==> src/design/apss_pkg.sv <==
// Shared types and constants for the attractor particle step and splat block.
// No dependencies; imported by apss_div, apss_splat and the top level.
package apss_pkg;

  localparam int FRAC    = 16;
  localparam int NUM_W   = 48;
  localparam int DEN_W   = 50;
  localparam int QUO_W   = 48;
  localparam int DIV_LAT = QUO_W + 1;

  localparam int CFG_IDX_W  = 3;
  localparam int CFG_DATA_W = 16;
  localparam int EXT_W      = 13;
  localparam int PIX_W      = 12;

  localparam logic [CFG_IDX_W-1:0] REG_FRAME_WIDTH  = 3'd0;
  localparam logic [CFG_IDX_W-1:0] REG_FRAME_HEIGHT = 3'd1;
  localparam logic [CFG_IDX_W-1:0] REG_PULL_TOUCHED = 3'd2;
  localparam logic [CFG_IDX_W-1:0] REG_PULL_IDLE    = 3'd3;
  localparam logic [CFG_IDX_W-1:0] REG_SOFTENING    = 3'd4;
  localparam logic [CFG_IDX_W-1:0] REG_DAMPING      = 3'd5;
  localparam logic [CFG_IDX_W-1:0] REG_BOUNCE       = 3'd6;

  localparam logic [3:0] ITEM_GAP = 4'd9;

  typedef struct packed {
    logic signed [31:0] pos_x;
    logic signed [31:0] pos_y;
    logic signed [31:0] vel_x;
    logic signed [31:0] vel_y;
    logic [7:0]         red;
    logic [7:0]         green;
    logic [7:0]         blue;
  } state_t;

endpackage

==> src/design/apss_splat.sv <==
// 3x3 splat sequencer: walks the neighborhood of one particle and emits pixel writes.
// Depends on apss_pkg for state_t and widths.
module apss_splat (
  input  logic                       clk,
  input  logic                       rst_n,
  input  logic                       in_valid,
  input  apss_pkg::state_t           in_state,
  input  logic [apss_pkg::EXT_W-1:0] frame_w,
  input  logic [apss_pkg::EXT_W-1:0] frame_h,
  output logic                       out_valid,
  output logic signed [31:0]         out_next_pos_x,
  output logic signed [31:0]         out_next_pos_y,
  output logic signed [31:0]         out_next_vel_x,
  output logic signed [31:0]         out_next_vel_y,
  output logic [apss_pkg::PIX_W-1:0] out_pixel_col,
  output logic [apss_pkg::PIX_W-1:0] out_pixel_row,
  output logic [31:0]                out_pixel_color,
  output logic                       out_last_write
);
  import apss_pkg::*;

  state_t           st_r;
  logic             act_r;
  logic [1:0]       row_r;
  logic [1:0]       col_r;

  logic             out_valid_r;
  state_t           out_st_r;
  logic [PIX_W-1:0] col_out_r;
  logic [PIX_W-1:0] row_out_r;
  logic [31:0]      color_r;
  logic             last_r;

  logic [EXT_W-1:0] cx;
  logic [EXT_W-1:0] cy;
  logic [2:0]       cv;
  logic [2:0]       rv;
  logic [8:0]       mask;
  logic [3:0]       k;
  logic             emit;
  logic             last;
  logic [EXT_W:0]   xx;
  logic [EXT_W:0]   yy;
  logic [31:0]      core;
  logic [31:0]      halo;

  always_comb begin
    cx = st_r.pos_x[FRAC+EXT_W-1:FRAC];
    cy = st_r.pos_y[FRAC+EXT_W-1:FRAC];
    cv[0] = cx != '0;
    cv[1] = 1'b1;
    cv[2] = ((EXT_W+1)'(cx) + 1'b1) < (EXT_W+1)'(frame_w);
    rv[0] = cy != '0;
    rv[1] = 1'b1;
    rv[2] = ((EXT_W+1)'(cy) + 1'b1) < (EXT_W+1)'(frame_h);
    for (int r = 0; r < 3; r++) begin
      for (int c = 0; c < 3; c++) mask[r*3+c] = rv[r] & cv[c];
    end
    k    = {1'b0, row_r, 1'b0} + {2'b0, row_r} + {2'b0, col_r};
    emit = act_r & mask[k];
    last = (mask >> (k + 4'd1)) == 9'd0;
    xx   = (EXT_W+1)'(cx) + (EXT_W+1)'(col_r) - 1'b1;
    yy   = (EXT_W+1)'(cy) + (EXT_W+1)'(row_r) - 1'b1;
    core = {8'hFF, st_r.red, st_r.green, st_r.blue};
    halo = {8'hFF, 1'b0, st_r.red[7:1], 1'b0, st_r.green[7:1], 1'b0, st_r.blue[7:1]};
  end

  always_ff @(posedge clk) begin
    if (!rst_n) begin
      act_r       <= 1'b0;
      row_r       <= '0;
      col_r       <= '0;
      out_valid_r <= 1'b0;
    end else begin
      out_valid_r <= emit;
      if (in_valid) begin
        act_r <= 1'b1;
        row_r <= '0;
        col_r <= '0;
      end else if (act_r) begin
        if (col_r == 2'd2) begin
          col_r <= '0;
          if (row_r == 2'd2) begin
            act_r <= 1'b0;
            row_r <= '0;
          end else begin
            row_r <= row_r + 2'd1;
          end
        end else begin
          col_r <= col_r + 2'd1;
        end
      end
    end
  end

  always_ff @(posedge clk) begin
    if (in_valid) st_r <= in_state;
    out_st_r  <= st_r;
    col_out_r <= xx[PIX_W-1:0];
    row_out_r <= yy[PIX_W-1:0];
    color_r   <= (row_r == 2'd1 && col_r == 2'd1) ? core : halo;
    last_r    <= last;
  end

  assign out_valid       = out_valid_r;
  assign out_next_pos_x  = out_st_r.pos_x;
  assign out_next_pos_y  = out_st_r.pos_y;
  assign out_next_vel_x  = out_st_r.vel_x;
  assign out_next_vel_y  = out_st_r.vel_y;
  assign out_pixel_col   = col_out_r;
  assign out_pixel_row   = row_out_r;
  assign out_pixel_color = color_r;
  assign out_last_write  = last_r;

endmodule

==> config.mk <==
export PLATFORM = sky130hd
export DESIGN_NAME = apss_splat
export DESIGN_NICKNAME = d
export VERILOG_FILES = /design/src/design/apss_pkg.sv /design/src/design/apss_splat.sv
export SDC_FILE = /design/constraint.sdc
export NUM_CORES = 1
export LEC_CHECK = 0
export BUFFER_PORTS_ARGS = -buffer_cell sky130_fd_sc_hd__buf_4
export CORE_MARGIN = 2
export CORE_UTILIZATION = 52
export CTS_BUF_LIST = sky130_fd_sc_hd__clkbuf_4
export DETAILED_ROUTE_END_ITERATION = 8
export GPL_ROUTABILITY_DRIVEN = 0
export PLACE_DENSITY = 0.82
export SYNTH_ARGS = -nofsm -noshare
export SYNTH_HDL_FRONTEND = slang
export SYNTH_SLANG_ARGS = --single-unit
==> constraint.sdc <==
create_clock -name clk -period 3.6 [get_ports clk]
set_input_delay 0.72 -clock clk [delete_from_list [all_inputs] [get_ports clk]]
set_output_delay 0.72 -clock clk [all_outputs]
set_load 0.01 [all_outputs]
==> out/summary.txt <==
==============================================================================
Number of enable flip-flop cells after synthesis                           152
Yosys top cell area share                                                40.3%
Pwr/cell area                                                      564 nW/um^2
Number of hold buffers added after cts                                       0
Data required time of the worst path                                   4180 ps
Number of nets in the finished design                                     1453
Cell count of the worst hold path                                            1
Share of synthesized area spent on multiplexers                          2.44%
Part of the total power dissipated in sequential elements                51.6%
Placement Rows                                                              54
Library cell with the highest instance count after synthesis      sky130_fd_sc_hd__dfxtp_1
Sum of negative setup slack                                               0 ps
Synthesized-area fraction occupied by ao, oa, aoi and oai cells          4.11%
Post-synthesis instance area                                        11300 um^2
Register Area                                                        8230 um^2
Number of synthesized register bits                                        335
Area leader, netlist                                              sky130_fd_sc_hd__edfxtp_1
Switching Fraction                                                       25.4%
Post-CTS Setup Bufs                                                          0
TritonCTS clock tree                                                       yes
Clock share of power                                                     36.0%
Post-cts sizing count                                                        0
Final Skew                                                             54.1 ps
Die outline height                                                      152 um
Mean Syn Cell Area                                                   15.4 um^2
Final clock period utilization by the worst path                         92.6%
Peak supply drop                                                        492 uV
Min-delay src                                                     in_state[51]
Synthesis-to-layout area growth                                          36.3%
Maximum root-to-sink buffer count                                            3
Number of library cell types mapped by synthesis                            52
Maximum operating frequency                                            300 MHz
Synth Area in Adders                                                     10.4%
Number of instances in the synthesized netlist                             738
Max-slew headroom at the worst pin                                       46.8%
Total via count in the routed design                                      7333
Post-synthesis xor/xnor area fraction                                    2.94%
Clock buffer count from CTS                                                 82
Die X                                                                   152 um
Fraction of final layout cells sized beyond drive strength 1             41.4%
Number of global-route vias before repair                                 7796
Logic depth of the worst register-to-register path                          13
Dominant combinational cell family by area after synthesis         adder cells
Number of hold-slack violations in the final timing report                   0
Kind of path behind the tightest hold check                             in2reg
Crit path time final                                                   3330 ps
Internal power                                                         6.50 mW
Portion of total power attributed to combinational logic                 12.4%
Worst-Skew Late Latency                                                 700 ps
Number of H-tree levels                                                      3
Switching Power                                                        2.22 mW
Quantity of I/O buffers inserted on ports                                  358
Final routed DRC violation total                                             0
Flop-to-flop setup slack                                                270 ps
Cell types with the highest counts after synthesis                sky130_fd_sc_hd__dfxtp_1, sky130_fd_sc_hd__edfxtp_1, sky130_fd_sc_hd__ha_1, sky130_fd_sc_hd__inv_1, sky130_fd_sc_hd__xnor2_1
Endpoints failing setup                                                      0
Count of boundary I/O pins                                                 367
Max-cap violations                                                           0
Crit Reg-Reg Startpoint                                                  cx[4]
Overall overflow remaining after global route                                0
CTS clock-pin slew for the worst setup and hold paths                    80 ps
Hold Path Sink                                                        st_r[51]
Number of warning messages in the yosys log                                  0
Proportion of synthesized chip area in sequential cells                  72.6%
Area of the multi-input gates                                        2770 um^2
Critical R2R Capture                                              out_last_write
Slew of the pin with the lowest slew margin                             797 ps
FFs w/ async S/R, synth                                                     0%
Flip-flop cell with the highest count after synthesis             sky130_fd_sc_hd__dfxtp_1
Max Fanout on Critical Path                                                  6
Initial antenna violation count                                              1
Total length of routed wires                                           27.9 mm
Lkg Pwr                                                                7.04 nW
Final HPWL DP                                                          19.4 mm
Antenna-violating nets left                                                  0
Routed vias/inst                                                          4.80
Final Core Density                                                       71.4%
First-pass GRT wire length                                             41.0 mm
Global-route usage over all layers                                       24.1%
Clk Tree Root Cell                                                sky130_fd_sc_hd__clkbuf_4
Largest net degree at the start of global routing                           78
Area fraction in and, or, nand and nor cells after synthesis             4.28%
Worst setup EP type                                                       flop
Fillcell total                                                            1429
Pre-antenna DRT Iters                                                        4
Pins over their slew limit                                                   0
Outcome                                                           complete, no violations
Setup crit start kind                                                     flop
CORE AREA                                                           21600 um^2
Type of the worst setup path                                           reg2reg
Iteration-0 DRC Markers                                                    321
Setup repair after global routing missed its margin                      false
Routed length per placed instance                                      18.2 um
Die Footprint                                                       23000 um^2
Area contributors post-synth                                      sky130_fd_sc_hd__edfxtp_1, sky130_fd_sc_hd__dfxtp_1, sky130_fd_sc_hd__ha_1, sky130_fd_sc_hd__inv_1, sky130_fd_sc_hd__mux2_2
Count of clock tree sinks                                                  335
Initial core utilization                                                 52.4%
Arrival time at the worst endpoint                                     3920 ps
==============================================================================
==> how the worst max path moves through the flow <==
stage | start | endpoint | slack (ps) | cells past startpoint
floorplan | cx[2] | out_last_write | 550 | 12
global placement | cx[4] | out_last_write | 330 | 13
detailed placement | cx[3] | out_last_write | 240 | 13
CTS | cx[4] | out_last_write | 260 | 13
global route | cx[4] | out_last_write | 8 | 13
finish | cx[4] | out_last_write | 270 | 13
==> routing by layer <==
| metal | part of all wire [%] | up-vias | wire (um) | track usage [%] |
|---|---|---|---|---|
| met1 | 34 | 3445 | 9550 | 23.9 |
| met2 | 53 | 314 | 14900 | 43.4 |
| met3 | 9.3 | 63 | 2580 | 10.7 |
| met4 | 3.0 | 0 | 846 | 10.3 |
| li1 | - | 3511 | - | - |
| met5 | 0 | - | 0 | 0 |
==> cell usage in the layout (no fill, tap or decap), types with 3 or more instances in the layout <==
cell                       Yosys  final
sky130_fd_sc_hd__a21boi_0      3      3
sky130_fd_sc_hd__a21o_1        5      5
sky130_fd_sc_hd__a21oi_1      18     18
sky130_fd_sc_hd__a31oi_1       7      7
sky130_fd_sc_hd__and3_1        3      3
sky130_fd_sc_hd__and4_1        3      3
sky130_fd_sc_hd__buf_4         8    359
sky130_fd_sc_hd__clkbuf_4      0    122
sky130_fd_sc_hd__clkinv_1      0     22
sky130_fd_sc_hd__conb_1        1      8
sky130_fd_sc_hd__dfxtp_1     183    183
sky130_fd_sc_hd__edfxtp_1    152    152
sky130_fd_sc_hd__fa_1          4      4
sky130_fd_sc_hd__ha_1         88     88
sky130_fd_sc_hd__inv_1        76     76
sky130_fd_sc_hd__inv_6         0      4
sky130_fd_sc_hd__mux2_2       21     21
sky130_fd_sc_hd__mux2i_1       4      4
sky130_fd_sc_hd__nand2_1      15     15
sky130_fd_sc_hd__nand2b_1      3      3
sky130_fd_sc_hd__nand3_1      19     19
sky130_fd_sc_hd__nand4_1       4      4
sky130_fd_sc_hd__nor2_1       16     16
sky130_fd_sc_hd__nor2b_1       3      3
sky130_fd_sc_hd__nor3_1       13     13
sky130_fd_sc_hd__o211ai_1      3      3
sky130_fd_sc_hd__o21a_1        3      3
sky130_fd_sc_hd__o21ai_0       5      5
sky130_fd_sc_hd__o21bai_1      8      8
sky130_fd_sc_hd__xnor2_1      26     26
sky130_fd_sc_hd__xor2_1       12     12
==> flip-flops by register name (all words and copies together) (netlist names) <==
| name | flops |
|---|---|
| out_next_vel_x | 32 |
| act_r | 1 |
| st_r | 102 |
| cy | 13 |
| out_pixel_row | 12 |
| out_last_write | 1 |
| out_valid | 1 |
| row_r | 2 |
| out_pixel_color | 24 |
| out_pixel_col | 12 |
| core | 24 |
| out_next_vel_y | 32 |
| out_next_pos_y | 32 |
| col_r | 2 |
| out_next_pos_x | 32 |
| cx | 13 |
==> final cells by class <==
| class | count | area share, % |
|---|---|---|
| tap | 280 | 2.27 |
| timing repair buffer | 362 | 17.8 |
| clock buffer | 122 | 5.93 |
| clock inverter | 29 | 0.908 |
| antenna | 1 | 0.0162 |
| inverter | 76 | 1.85 |
| sequential | 335 | 53.3 |
| multi-input combinational | 323 | 17.9 |
==> kinds of logic (layout without fill, tap and decap cells) <==
| group | after synthesis | after routing |
|---|---|---|
| compound gates | 68 | 68 |
| xor+xnor | 38 | 38 |
| fa+ha+maj | 92 | 92 |
| buf+inv | 87 | 589 |
| flops | 335 | 335 |
| mux | 25 | 25 |
| other cells | 1 | 9 |
| simple gates | 92 | 92 |
==> power by group through the flow <==
stage | combinational, mW | clock (mW) | sequential [mW]
6_report | 1.08 | 3.14 | 4.49
5_1_grt | 1.18 | 3.42 | 4.53
4_1_cts | 1.09 | 3.24 | 4.49
3_5_place_dp | 1.08 | 0 | 4.57
3_3_place_gp | 1.06 | 0 | 4.55
2_1_floorplan | 0.342 | 0 | 4.64
==> worst max-delay path, stage by stage, from the launching register on <==
cell                       delay (ps)
sky130_fd_sc_hd__edfxtp_1         470
sky130_fd_sc_hd__ha_1             220
sky130_fd_sc_hd__nand2_1           60
sky130_fd_sc_hd__nor3_1           250
sky130_fd_sc_hd__nand3_1          140
sky130_fd_sc_hd__xnor2_1          150
sky130_fd_sc_hd__ha_1             300
sky130_fd_sc_hd__and4_1           220
sky130_fd_sc_hd__a221o_1          340
sky130_fd_sc_hd__a211o_1          330
sky130_fd_sc_hd__or2_1            260
sky130_fd_sc_hd__or3_1            350
sky130_fd_sc_hd__a21oi_1          130
sky130_fd_sc_hd__nor3_1            60
==> stage by stage <==
step / worst slack (ps) / total power, mW / hold WS (ps) / instances / area (um^2)
2_1_floorplan: 555 / 4.98 / 323 / 745 / 11400
3_3_place_gp: 326 / 5.60 / 323 / 1376 / 14400
3_5_place_dp: 236 / 5.65 / 327 / 1376 / 14400
4_1_cts: 255 / 8.82 / 108 / 1527 / 15400
5_1_grt: 7.80 / 9.12 / 103 / 1528 / 15400
6_report: 267 / 8.71 / 176 / 1528 / 15400
Power figures use the tool's default switching activity.
